File: src/hw/rtl/tsq_pkg.sv
// tsq_pkg: shared sizes, field types and codes of the two-stack queue
// no dependencies; imported by the interfaces, the top level and the testbench
package tsq_pkg;

  localparam int STACK_DEPTH = 16;
  localparam int CNT_W       = $clog2(STACK_DEPTH + 1);
  localparam int ADDR_W      = (STACK_DEPTH > 1) ? $clog2(STACK_DEPTH) : 1;
  localparam int DATA_W      = 32;

  typedef logic signed [DATA_W-1:0] data_t;
  typedef logic [CNT_W-1:0]         cnt_t;
  typedef logic [ADDR_W-1:0]        addr_t;
  typedef logic [1:0]               status_t;

  // operation codes of the mode field
  localparam logic MODE_ENQ = 1'b0;
  localparam logic MODE_DEQ = 1'b1;

  // result status codes
  localparam status_t ST_DONE  = 2'd0;
  localparam status_t ST_FULL  = 2'd1;
  localparam status_t ST_EMPTY = 2'd2;

endpackage

File: src/hw/rtl/tsq_if.sv
// tsq_in_if / tsq_out_if: valid-ready channels of the two-stack queue
// depends on tsq_pkg for the payload types
interface tsq_in_if;
  import tsq_pkg::*;
  logic  valid;
  logic  ready;
  logic  mode;
  data_t enqueue_value;

  modport source (output valid, output mode, output enqueue_value, input ready);
  modport sink   (input valid, input mode, input enqueue_value, output ready);
endinterface

interface tsq_out_if;
  import tsq_pkg::*;
  logic    valid;
  logic    ready;
  status_t status;
  data_t   dequeued_value;
  logic    queue_empty;

  modport source (output valid, output status, output dequeued_value, output queue_empty,
                  input ready);
  modport sink   (input valid, input status, input dequeued_value, input queue_empty,
                  output ready);
endinterface

File: src/hw/rtl/tsq_ram.sv
// tsq_ram: simple dual-port synchronous ram, one write and one read port
// read data registered, held until the next read; no package dependency
module tsq_ram #(
  parameter int DEPTH  = 16,
  parameter int WIDTH  = 32,
  parameter int ADDR_W = 4
) (
  input  logic              clk,
  input  logic              we,
  input  logic [ADDR_W-1:0] waddr,
  input  logic [WIDTH-1:0]  wdata,
  input  logic              re,
  input  logic [ADDR_W-1:0] raddr,
  output logic [WIDTH-1:0]  rdata
);

  logic [WIDTH-1:0] mem [DEPTH];

  always_ff @(posedge clk) begin
    if (we) begin
      mem[waddr] <= wdata;
    end
  end

  always_ff @(posedge clk) begin
    if (re) begin
      rdata <= mem[raddr];
    end
  end

endmodule

File: src/hw/rtl/two_stack_queue.sv
// two_stack_queue: fifo built from an inbound and an outbound stack in two rams
// depends on tsq_pkg, tsq_in_if / tsq_out_if and tsq_ram
//
//  channel | dir | handshake       | payload
//  in_ch   | in  | valid / ready   | mode, enqueue_value
//  out_ch  | out | valid / ready   | status, dequeued_value, queue_empty
//
// a plain enqueue, a full or empty status and a dequeue from a non-empty
// outbound stack: accepted in idle, then the result is loaded in the finish state
// a move of n entries across issues one inbound ram read per cycle; the registered
// read data goes to the outbound ram, but a dequeue's bottom entry is the result
// synchronous active-low reset empties both stacks; the ram contents are not cleared
// a stalled result sits in the output register while the next item is taken;
// that item's result waits in the finish state until the register frees up
module two_stack_queue (
  input logic       clk,
  input logic       rst_n,
  tsq_in_if.sink    in_ch,
  tsq_out_if.source out_ch
);
  import tsq_pkg::*;

  // control states
  localparam logic [1:0] S_IDLE = 2'd0;  // waiting for an item
  localparam logic [1:0] S_MOVE = 2'd1;  // moving inbound entries across
  localparam logic [1:0] S_FIN  = 2'd2;  // result ready for the output register

  // where the result value comes from
  localparam logic [1:0] SRC_ZERO = 2'd0;
  localparam logic [1:0] SRC_OUT  = 2'd1;  // outbound ram read data (plain pop)
  localparam logic [1:0] SRC_IN   = 2'd2;  // inbound ram read data (last moved entry)

  logic [1:0] state_r, state_nxt;
  cnt_t       in_cnt_r, in_cnt_nxt;
  cnt_t       out_cnt_r, out_cnt_nxt;
  logic       mv_v_r, mv_v_nxt;        // inbound read data valid this cycle
  logic       mv_last_r, mv_last_nxt;  // that read was the bottom entry
  logic       op_deq_r, op_deq_nxt;
  data_t      hold_val_r, hold_val_nxt;
  status_t    res_status_r, res_status_nxt;
  logic [1:0] res_src_r, res_src_nxt;

  logic       out_valid_r, out_valid_nxt;
  status_t    out_status_r, out_status_nxt;
  data_t      out_value_r, out_value_nxt;
  logic       out_empty_r, out_empty_nxt;

  // ram ports
  logic  in_we, in_re, out_we, out_re;
  addr_t in_waddr, in_raddr, out_waddr, out_raddr;
  data_t in_wdata, out_wdata;
  logic [DATA_W-1:0] in_rdata_raw, out_rdata_raw;
  data_t in_rdata, out_rdata;

  cnt_t  in_top, out_top;  // count minus one, the top-of-stack index
  logic  accept;
  logic  out_free;
  data_t res_value;

  assign in_top    = in_cnt_r - cnt_t'(1);
  assign out_top   = out_cnt_r - cnt_t'(1);
  assign in_rdata  = data_t'(in_rdata_raw);
  assign out_rdata = data_t'(out_rdata_raw);

  assign in_ch.ready = (state_r == S_IDLE);
  assign accept      = in_ch.valid && in_ch.ready;
  assign out_free    = !out_valid_r || out_ch.ready;

  always_comb begin
    case (res_src_r)
      SRC_OUT: res_value = out_rdata;
      SRC_IN:  res_value = in_rdata;
      default: res_value = '0;
    endcase
  end

  always_comb begin
    state_nxt      = state_r;
    in_cnt_nxt     = in_cnt_r;
    out_cnt_nxt    = out_cnt_r;
    mv_v_nxt       = mv_v_r;
    mv_last_nxt    = mv_last_r;
    op_deq_nxt     = op_deq_r;
    hold_val_nxt   = hold_val_r;
    res_status_nxt = res_status_r;
    res_src_nxt    = res_src_r;

    out_valid_nxt  = out_valid_r && !out_ch.ready;
    out_status_nxt = out_status_r;
    out_value_nxt  = out_value_r;
    out_empty_nxt  = out_empty_r;

    in_we     = 1'b0;
    in_waddr  = in_cnt_r[ADDR_W-1:0];
    in_wdata  = in_ch.enqueue_value;
    in_re     = 1'b0;
    in_raddr  = in_top[ADDR_W-1:0];
    out_we    = 1'b0;
    out_waddr = out_cnt_r[ADDR_W-1:0];
    out_wdata = in_rdata;
    out_re    = 1'b0;
    out_raddr = out_top[ADDR_W-1:0];

    case (state_r)
      S_IDLE: begin
        if (accept) begin
          res_status_nxt = ST_DONE;
          res_src_nxt    = SRC_ZERO;
          state_nxt      = S_FIN;
          if (in_ch.mode == MODE_ENQ) begin
            if (in_cnt_r != cnt_t'(STACK_DEPTH)) begin
              // room on the inbound stack: push
              in_we      = 1'b1;
              in_cnt_nxt = in_cnt_r + cnt_t'(1);
            end else if (out_cnt_r != '0) begin
              res_status_nxt = ST_FULL;
            end else begin
              // inbound full, outbound empty: move across, then push
              op_deq_nxt   = 1'b0;
              hold_val_nxt = in_ch.enqueue_value;
              state_nxt    = S_MOVE;
            end
          end else begin
            if (out_cnt_r != '0) begin
              // pop, data arrives next cycle
              out_re      = 1'b1;
              out_cnt_nxt = out_top;
              res_src_nxt = SRC_OUT;
            end else if (in_cnt_r == '0) begin
              res_status_nxt = ST_EMPTY;
            end else begin
              op_deq_nxt = 1'b1;
              state_nxt  = S_MOVE;
            end
          end
        end
      end

      S_MOVE: begin
        // issue one inbound read per cycle, top first
        if (in_cnt_r != '0) begin
          in_re       = 1'b1;
          in_cnt_nxt  = in_top;
          mv_v_nxt    = 1'b1;
          mv_last_nxt = (in_cnt_r == cnt_t'(1));
        end else begin
          mv_v_nxt    = 1'b0;
          mv_last_nxt = 1'b0;
        end
        // land the previous read on the outbound stack
        if (mv_v_r) begin
          if (mv_last_r && op_deq_r) begin
            // the bottom inbound entry is the element dequeued, never stored
            res_status_nxt = ST_DONE;
            res_src_nxt    = SRC_IN;
            state_nxt      = S_FIN;
          end else begin
            out_we      = 1'b1;
            out_cnt_nxt = out_cnt_r + cnt_t'(1);
            if (mv_last_r) begin
              // inbound now empty: push the held value at the bottom
              in_we          = 1'b1;
              in_waddr       = '0;
              in_wdata       = hold_val_r;
              in_cnt_nxt     = cnt_t'(1);
              res_status_nxt = ST_DONE;
              res_src_nxt    = SRC_ZERO;
              state_nxt      = S_FIN;
            end
          end
        end
      end

      S_FIN: begin
        if (out_free) begin
          out_valid_nxt  = 1'b1;
          out_status_nxt = res_status_r;
          out_value_nxt  = res_value;
          out_empty_nxt  = (in_cnt_r == '0) && (out_cnt_r == '0);
          state_nxt      = S_IDLE;
        end
      end

      default: begin
        state_nxt = S_IDLE;
      end
    endcase
  end

  always_ff @(posedge clk) begin
    if (!rst_n) begin
      state_r     <= S_IDLE;
      in_cnt_r    <= '0;
      out_cnt_r   <= '0;
      mv_v_r      <= 1'b0;
      mv_last_r   <= 1'b0;
      out_valid_r <= 1'b0;
    end else begin
      state_r     <= state_nxt;
      in_cnt_r    <= in_cnt_nxt;
      out_cnt_r   <= out_cnt_nxt;
      mv_v_r      <= mv_v_nxt;
      mv_last_r   <= mv_last_nxt;
      out_valid_r <= out_valid_nxt;
    end
  end

  // payload registers, no reset
  always_ff @(posedge clk) begin
    op_deq_r     <= op_deq_nxt;
    hold_val_r   <= hold_val_nxt;
    res_status_r <= res_status_nxt;
    res_src_r    <= res_src_nxt;
    out_status_r <= out_status_nxt;
    out_value_r  <= out_value_nxt;
    out_empty_r  <= out_empty_nxt;
  end

  assign out_ch.valid          = out_valid_r;
  assign out_ch.status         = out_status_r;
  assign out_ch.dequeued_value = out_value_r;
  assign out_ch.queue_empty    = out_empty_r;

  // inbound stack storage
  tsq_ram #(
    .DEPTH  (STACK_DEPTH),
    .WIDTH  (DATA_W),
    .ADDR_W (ADDR_W)
  ) u_in_ram (
    .clk   (clk),
    .we    (in_we),
    .waddr (in_waddr),
    .wdata (in_wdata),
    .re    (in_re),
    .raddr (in_raddr),
    .rdata (in_rdata_raw)
  );

  // outbound stack storage
  tsq_ram #(
    .DEPTH  (STACK_DEPTH),
    .WIDTH  (DATA_W),
    .ADDR_W (ADDR_W)
  ) u_out_ram (
    .clk   (clk),
    .we    (out_we),
    .waddr (out_waddr),
    .wdata (out_wdata),
    .re    (out_re),
    .raddr (out_raddr),
    .rdata (out_rdata_raw)
  );

  // the two stacks together never hold more than one stack's worth during a move
  a_total_bound: assert property (@(posedge clk) disable iff (!rst_n)
    (state_r == S_MOVE) |->
      ({1'b0, in_cnt_r} + {1'b0, out_cnt_r} <= (CNT_W + 1)'(STACK_DEPTH)))
    else $error("stack counts exceed depth during move");

  // a full status only when inbound is full and outbound is not empty
  a_full_ok: assert property (@(posedge clk) disable iff (!rst_n)
    (state_r == S_FIN && res_status_r == ST_FULL) |->
      (in_cnt_r == cnt_t'(STACK_DEPTH) && out_cnt_r != '0))
    else $error("full status with room left");

  // an empty status only when both stacks are empty
  a_empty_ok: assert property (@(posedge clk) disable iff (!rst_n)
    (state_r == S_FIN && res_status_r == ST_EMPTY) |->
      (in_cnt_r == '0 && out_cnt_r == '0))
    else $error("empty status with entries stored");

  // a move only starts on an empty outbound stack
  a_move_start: assert property (@(posedge clk) disable iff (!rst_n)
    (state_r == S_IDLE && state_nxt == S_MOVE) |-> (out_cnt_r == '0 && !mv_v_r))
    else $error("move started with outbound entries");

  // a stalled result is never overwritten
  a_no_overrun: assert property (@(posedge clk) disable iff (!rst_n)
    (out_valid_r && !out_ch.ready) |=> (out_valid_r && $stable(out_value_r)))
    else $error("stalled result overwritten");

endmodule

File: src/flat_wrapper.sv
// flat-port wrapper written by rule: the top's interface ports become plain ports
module two_stack_queue_flat import tsq_pkg::*;
  (clk, rst_n, in_ch_valid, in_ch_mode, in_ch_enqueue_value, in_ch_ready, out_ch_valid, out_ch_status, out_ch_dequeued_value, out_ch_queue_empty, out_ch_ready);
  tsq_in_if in_ch_i ();
  tsq_out_if out_ch_i ();
  input logic clk;
  input logic rst_n;
  input wire logic [$bits(in_ch_i.valid)-1:0] in_ch_valid;
  input wire logic [$bits(in_ch_i.mode)-1:0] in_ch_mode;
  input wire logic [$bits(in_ch_i.enqueue_value)-1:0] in_ch_enqueue_value;
  output wire logic [$bits(in_ch_i.ready)-1:0] in_ch_ready;
  output wire logic [$bits(out_ch_i.valid)-1:0] out_ch_valid;
  output wire logic [$bits(out_ch_i.status)-1:0] out_ch_status;
  output wire logic [$bits(out_ch_i.dequeued_value)-1:0] out_ch_dequeued_value;
  output wire logic [$bits(out_ch_i.queue_empty)-1:0] out_ch_queue_empty;
  input wire logic [$bits(out_ch_i.ready)-1:0] out_ch_ready;
  assign in_ch_i.valid = in_ch_valid;
  assign in_ch_i.mode = in_ch_mode;
  assign in_ch_i.enqueue_value = in_ch_enqueue_value;
  assign in_ch_ready = in_ch_i.ready;
  assign out_ch_valid = out_ch_i.valid;
  assign out_ch_status = out_ch_i.status;
  assign out_ch_dequeued_value = out_ch_i.dequeued_value;
  assign out_ch_queue_empty = out_ch_i.queue_empty;
  assign out_ch_i.ready = out_ch_ready;
  two_stack_queue u_core (.clk(clk), .rst_n(rst_n), .in_ch(in_ch_i), .out_ch(out_ch_i));
endmodule
File: config.mk
export PLATFORM = sky130hd
export DESIGN_NAME = two_stack_queue_flat
export DESIGN_NICKNAME = d
export VERILOG_FILES = /design/src/hw/rtl/tsq_pkg.sv /design/src/hw/rtl/tsq_if.sv /design/src/hw/rtl/tsq_ram.sv /design/src/hw/rtl/two_stack_queue.sv /design/src/flat_wrapper.sv
export SDC_FILE = /design/constraint.sdc
export NUM_CORES = 1
export LEC_CHECK = 0
export BUFFER_PORTS_ARGS = -buffer_cell sky130_fd_sc_hd__buf_2
export CAP_MARGIN = 10
export CORE_MARGIN = 10
export CORE_UTILIZATION = 55
export CTS_CLUSTER_SIZE = 30
export DETAILED_ROUTE_END_ITERATION = 7
export GPL_TIMING_DRIVEN = 0
export PLACE_DENSITY_LB_ADDON = 0.3
export SLEW_MARGIN = 10
export SYNTH_ARGS = -nofsm -noshare
export SYNTH_HDL_FRONTEND = slang
export SYNTH_SLANG_ARGS = --single-unit
export TNS_END_PERCENT = 5
File: constraint.sdc
create_clock -name clk -period 5.24 [get_ports clk]
set_input_delay 0.262 -clock clk [delete_from_list [all_inputs] [get_ports clk]]
set_output_delay 0.262 -clock clk [all_outputs]
set_load 0.02 [all_outputs]
# Yosys cells after proc, flatten, opt, wreduce, memory -nomap -nowiden
# Memory sizes are Yosys's and may differ from the RTL's. A register that Yosys moved wholly into a read port is not among the register bits.
# Cells that the tools add are included.
[op_classes]
n_addsub = 4
n_eq_ne = 17
muxes = 77
n_bitwise = 3
n_reduce_logical = 20
[op_table]
columns = ["op", "n"]
rows = [
  ["2-to-1 mux 32 bit", 4],
  ["one-hot mux 32 bit (2 select lines)", 1],
  ["2-to-1 mux 5 bit", 12],
  ["2-to-1 mux 2 bit", 22],
  ["2-to-1 mux 1 bit", 28],
  ["one-hot mux 5 bit (2 select lines)", 2],
  ["2-to-1 mux 4 bit", 4],
  ["inequality test 2 bit, second input constant", 8],
  ["AND reduction 4 bit", 3],
  ["adder 5 x 1 -> 5 bit, second input constant", 2],
  ["zero test 5 bit", 2],
  ["AND reduction 5 bit", 2],
  ["nonzero test 5 bit", 2],
  ["subtractor 5 x 1 -> 5 bit, second input constant", 2],
  ["one-hot mux 2 bit (2 select lines)", 2],
  ["one-hot mux 2 bit (3 select lines)", 1],
  ["AND reduction 6 bit", 1],
  ["== test 5 x 1 -> 1 bit, second input constant", 1],
  ["inequality test 5 bit, second input constant", 1],
  ["== test 2 x 1 -> 1 bit, second input constant", 2],
  ["== test 2 bit, second input constant", 2],
  ["logical AND 1 bit", 4],
  ["inequality test 2 x 1 -> 1 bit, second input constant", 2],
  ["inequality test 3 x 1 -> 1 bit, second input constant", 1],
  ["other kinds (7)", 10],
]
[totals]
regBits = 87
ram_bits = 1024
out_inout_bits = 37
wordCells = 136
memories = 2
[mem_list]
columns = ["name", "depth", "word_bits", "rd", "rd_clocked_by_memory_dff", "write_ports", "line_no", "rtl"]
rows = [
  ["u_core.u_in_ram.mem", 16, 32, 1, 1, 1, "tsq_ram.sv:17", "logic [WIDTH-1:0] mem [DEPTH];"],
  ["u_core.u_out_ram.mem", 16, 32, 1, 1, 1, "tsq_ram.sv:17", ""],
]

# Longest topological paths before layout
[logic_depth]
depth_word = 7
mapped_depth = 9
mapped_depth_nobuf = 7

# Cells and area by module
# Synthesis repeated with hierarchy kept, for this count alone.
[hier_totals]
cells_unflattened = 2013
area_unflattened_um2 = 44507.7
[modules_own_cells]
columns = ["module", "n_inst", "cells_per_inst", "area_each_um2", "seq_area_each_um2"]
rows = [
  ["tsq_ram", 2, 838, 20155.6, 16335.7],
  ["two_stack_queue", 1, 337, 4196.5, 2462.4],
]

# Worst setup path after synthesis
# Ideal clock, no wire load.
[synth_path]
path_kind = "register to register"
start = "reg u_core.in_cnt_r[0]"
end = "mem u_core.u_in_ram.mem[0][0], enable pin"
arrival_ns = 4.412
t_required_ns = 4.768
slack_ns = 0.357
path_stages_with_launch = 9
path_buffers = 2
synth_period_minus_slack_ns = 4.883
cell_sequence = "dfxtp_1 > clkbuf_1 > buf_1 > inv_1 > ha_1 > nor4bb_1 > nor3_2 > nand2_1 > o32ai_1"
[synth_between]
elab_chain_len = 7
word_cells_on_any_way = 11
classes_between = "eq/ne: 1; mux: 10"
[synth_rtl]
columns = ["item", "line_no", "rtl"]
rows = [
  ["start: declaration", "two_stack_queue.sv:34", "cnt_t in_cnt_r, in_cnt_nxt;"],
  ["start signal: assignment", "two_stack_queue.sv:200", "in_cnt_r <= in_cnt_nxt;"],
  ["inequality test 5 bit", "two_stack_queue.sv:111", "if (in_cnt_r != cnt_t'(STACK_DEPTH)) begin"],
  ["2-to-1 mux 1 bit", "two_stack_queue.sv:111", ""],
  ["2-to-1 mux 1 bit", "two_stack_queue.sv:110", "if (in_ch.mode == MODE_ENQ) begin"],
  ["2-to-1 mux 1 bit", "two_stack_queue.sv:106", "if (accept) begin"],
  ["one-hot mux 1 bit (2 select lines)", "two_stack_queue.sv:104", "case (state_r)"],
  ["2-to-1 mux 1 bit", "tsq_ram.sv:20", "if (we) begin"],
  ["2-to-1 mux 1 bit (not written as such)", "tsq_ram.sv:21", "mem[waddr] <= wdata;"],
  ["end: declaration", "tsq_ram.sv:17", ""],
]
# Parallel ways exist; a longest one is shown, timed or not.

# Worst setup path in the final report
[layout_path]
start = "reg u_core.in_cnt_r[0]"
end = "reg u_core.u_in_ram.rdata[25] (read register of u_core.u_in_ram.mem), data pin"
[layout_between]
elab_chain_len = 3
word_cells_on_any_way = 4
classes_between = "add/sub: 1; mux: 2; reduce/logical: 1"
[layout_rtl]
columns = ["item", "line_no", "rtl"]
rows = [
  ["parallel branches: the longest is 3 deep, another holds subtractor 5 x 1 -> 5 bit", "--", ""],
  ["end: declaration", "tsq_ram.sv:14", "output logic [WIDTH-1:0] rdata"],
]
# Several ways; the timed one is not identified.
# A chain may end at the register's enable or synchronous reset.

==> results.sh <==
export IMPL_status="completed"
export IMPL_die_w_um=305
export IMPL_pwr_density_cell_mw_per_mm2=419
export IMPL_die_h_um=305
export IMPL_regToRegSetupSlack_ps=200
export IMPL_worstPathRequired_ps=5640
export IMPL_cp_arrival_ps=5440
export IMPL_grt_max_degree=35
export IMPL_cpPeakStageDelay_ps=790
export IMPL_yosys_warnings=0
export IMPL_fmax_ghz=0.199
export IMPL_post_dp_cell_area_mm2=0.0475
export IMPL_hold_class="in2reg"
export IMPL_antenna_found_initial=2
export IMPL_syn_cell_area_mm2=0.0446
export IMPL_maxCapViolCount=0
export IMPL_avgRoutedWirePerCell_um=30.0
export IMPL_track_usage=0.212
export IMPL_postSynthCellCount=1867
export IMPL_holdBufCountCts=35
export IMPL_path_class="reg2reg"
export IMPL_synth_top_area_share=0.780
export IMPL_firstDrtPassIters=5
export IMPL_postRouteAntennaNets=0
export IMPL_place_gp_congestion=0.826
export IMPL_area_growth_pct=15.4
export IMPL_wirelength_um=99300
export IMPL_cts_tree="yes"
export IMPL_cts_buffer_depth=3
export IMPL_postLayoutCellArea_mm2=0.0515
export IMPL_antennaDiodeCount=0
export IMPL_synth_top_area_cell="edfxtp_1"
export IMPL_core_area_mm2=0.0805
export IMPL_yosys_top_cells_area="edfxtp_1 (78%), mux4_2 (16%), dfxtp_1 (0.67%), mux2_1 (0.61%), nor2_1 (0.55%)"
export IMPL_worstPathMaxFanout=10
export IMPL_cts_sinks=1175
export IMPL_fill_cells=5076
export IMPL_end_kind="flop"
export IMPL_nets=2198
export IMPL_gr_total_overflow=0
export IMPL_synth_seq_cells=1175
export IMPL_cts_buffers=112
export IMPL_path_cells="clkbuf_1 -> buf_1 -> inv_1 -> ha_1 -> clkbuf_1 -> clkbuf_1 -> mux4_2 -> mux4_2"
export IMPL_portBuffers=73
export IMPL_drc=0
export IMPL_drive_above_1_share=0.320
export IMPL_grt_pass1_vias=21932
export IMPL_start_util=0.554
export IMPL_final_max_slew_viol_count=0
export IMPL_leakagePower_nw=16.0
export IMPL_hold_violations=0
export IMPL_clk_pin_slew_ps=60
export IMPL_clock_skew_ps=32.5
export IMPL_instances_no_fill=3306
export IMPL_htreeDepth=3
export IMPL_vias_per_cell=6.27
export IMPL_tns_ps=0
export IMPL_fin_util=0.640
export IMPL_fp_dieArea_mm2=0.0930
export IMPL_rows=104
export IMPL_vdd_drop_max_uv=357
export IMPL_setup_viol=0
export IMPL_grt_pass1_wl_um=145000
export IMPL_p_total_mw=21.6
export IMPL_synthFlopType="edfxtp_1"
export IMPL_avgSynthCellArea_um2=23.9
export IMPL_via_count=20723
export IMPL_period_minus_slack_ps=5040
export IMPL_period_share=0.961
export IMPL_rsz0062_at_grt="no"
export IMPL_dp_cells=3061
export IMPL_post_cts_setup_buffers=0
export IMPL_num_io_pins=74
export IMPL_hpwl_um=63300
export IMPL_ys_async_sr_fraction=0
export IMPL_synth_distinct_cells=56
export IMPL_clkLatencyLatePin_ps=680
export IMPL_start_kind="flop"
export IMPL_ctsRootBufferMaster="clkbuf_16"
export IMPL_tightest_slew_ps=1130
export IMPL_synth_nets=1915
export IMPL_cpMaxStageDelayCell="clkbuf_1"
export IMPL_drtIter0Drc=2301
export IMPL_yosysSeqAreaShare=0.787
export IMPL_synth_edf_count=1160
export IMPL_cts_repair_resized=0
export IMPL_cp_common_cell="clkbuf_1"
export IMPL_worst_slew_margin_rel=0.241
power by group:
part | switching [mW] | total [mW] | internal (mW)
logic | 1.64 | 3.07 | 1.42
clock network | 3.36 | 7.95 | 4.58
registers | 0.0556 | 10.6 | 10.5
total | 5.06 | 21.6 | 16.5
metrics by stage:
step | hold slack (ps) | setup slack, ps
after floorplan | 361 | 357
after global placement | 413 | -3320
after detailed placement | 409 | 357
after CTS | 7.10 | 198
after global routing | 72.2 | 83.5
final | 48.0 | 205
worst paths after layout:
path,depth (start not counted),to,start
setup / recovery,8,u_core.u_in_ram.rdata[25],u_core.in_cnt_r[0]
hold / removal,3,u_core.in_cnt_r[1],in_ch_valid
setup reg to reg,8,u_core.u_in_ram.rdata[25],u_core.in_cnt_r[0]
hold reg to reg,0,u_core.out_ch.status[0],u_core.res_status_r[0]
placed cells by master, fill, tap and decap left out, types with 3 or more instances in the layout:
cell              n
edfxtp_1       1160
mux4_2          320
clkbuf_16       118
buf_2           106
clkbuf_1         67
nor2_1           42
dlygate4sd3_1    35
a22oi_1          32
clkinv_2         30
mux2_1           24
buf_4            24
nand2_1          24
nor2_4           24
clkinv_1         23
buf_6            20
buf_16           15
dfxtp_1          15
ha_1             11
buf_12           11
a21oi_1          10
bufinv_16        10
nor3_2            9
inv_1             8
nand2b_1          8
mux2_2            8
xnor2_1           6
nand3_1           6
clkinvlp_4        6
o21ai_0           5
buf_1             4
nand3b_1          4
a31oi_1           4
nor3_1            3
nand4_1           3
buf_8             3
final cells by class:
cell class                      instances  area, µm²  share of cell area
Clock buffer                          138       3030              0.0588
Clock inverter                         72        616              0.0119
Timing Repair Buffer                  169       1680              0.0326
Inverter                                9       33.8            0.000656
Multi-Input combinational cell        587       9240               0.179
Tap cell                             1060       1330              0.0257
Buffer                                 96        477             0.00925
Sequential cell                      1175      35100               0.682
sequential cells by signal (all words and copies together), names as in the netlist:
| signal | count |
|---|---|
| u_core.state_r | 2 |
| u_core.out_ch.status | 2 |
| u_core.op_deq_r | 1 |
| u_core.u_in_ram.mem | 512 |
| u_core.mv_v_r | 1 |
| u_core.in_cnt_r | 5 |
| u_core.u_out_ram.mem | 512 |
| u_core.u_in_ram.rdata | 32 |
| u_core.hold_val_r | 32 |
| u_core.out_ch.queue_empty | 1 |
| u_core.out_ch.valid | 1 |
| u_core.u_out_ram.rdata | 32 |
| u_core.out_cnt_r | 5 |
| u_core.res_status_r | 2 |
| u_core.mv_last_r | 1 |
| u_core.res_src_r | 2 |
| u_core.out_ch.dequeued_value | 32 |
cell usage after synthesis (3+ instances only):
| library cell | count |
|---|---|
| nand3_1 | 6 |
| buf_6 | 8 |
| buf_4 | 4 |
| nor3_1 | 11 |
| inv_1 | 8 |
| o21ai_0 | 5 |
| mux2_1 | 24 |
| dfxtp_1 | 15 |
| a22oi_1 | 32 |
| clkbuf_1 | 47 |
| edfxtp_1 | 1160 |
| and3_1 | 3 |
| nor2_1 | 66 |
| nand4_1 | 3 |
| nand3b_1 | 4 |
| nand2_1 | 24 |
| mux2_2 | 8 |
| buf_1 | 4 |
| mux4_2 | 320 |
| ha_1 | 11 |
| a31oi_1 | 4 |
| buf_2 | 33 |
| nand2b_1 | 8 |
| a21oi_1 | 10 |
| xnor2_1 | 6 |
cell families (layout without fill, tap and decap cells):
kind of cell,after synthesis,after routing,share of synthesized area
adder cells (fa/ha/maj),11,11,0.00308
buffers and inverters,105,484,0.0114
flip-flops,1175,1175,0.787
multiplexers,354,354,0.170
AO/OA/AOI/OAI,69,69,0.0110
XOR/XNOR,7,7,0.00154
AND/OR/NAND/NOR,146,146,0.0159
critical path, delay by kind of cell, from the launching register on:
kind,cells,cell delay [ps]
buffers and inverters,5,2760
multiplexers,2,990
adder cells (fa/ha/maj),1,610
flip-flops,1,390
per-layer routing:
metal	GRT usage	up-vias	part of all wire
li1	-	8570	-
met1	0.267	10999	0.37
met2	0.373	966	0.53
met3	0.0336	188	0.068
met4	0.0692	0	0.028
met5	0	-	0
(Power assumes the default switching activity.)
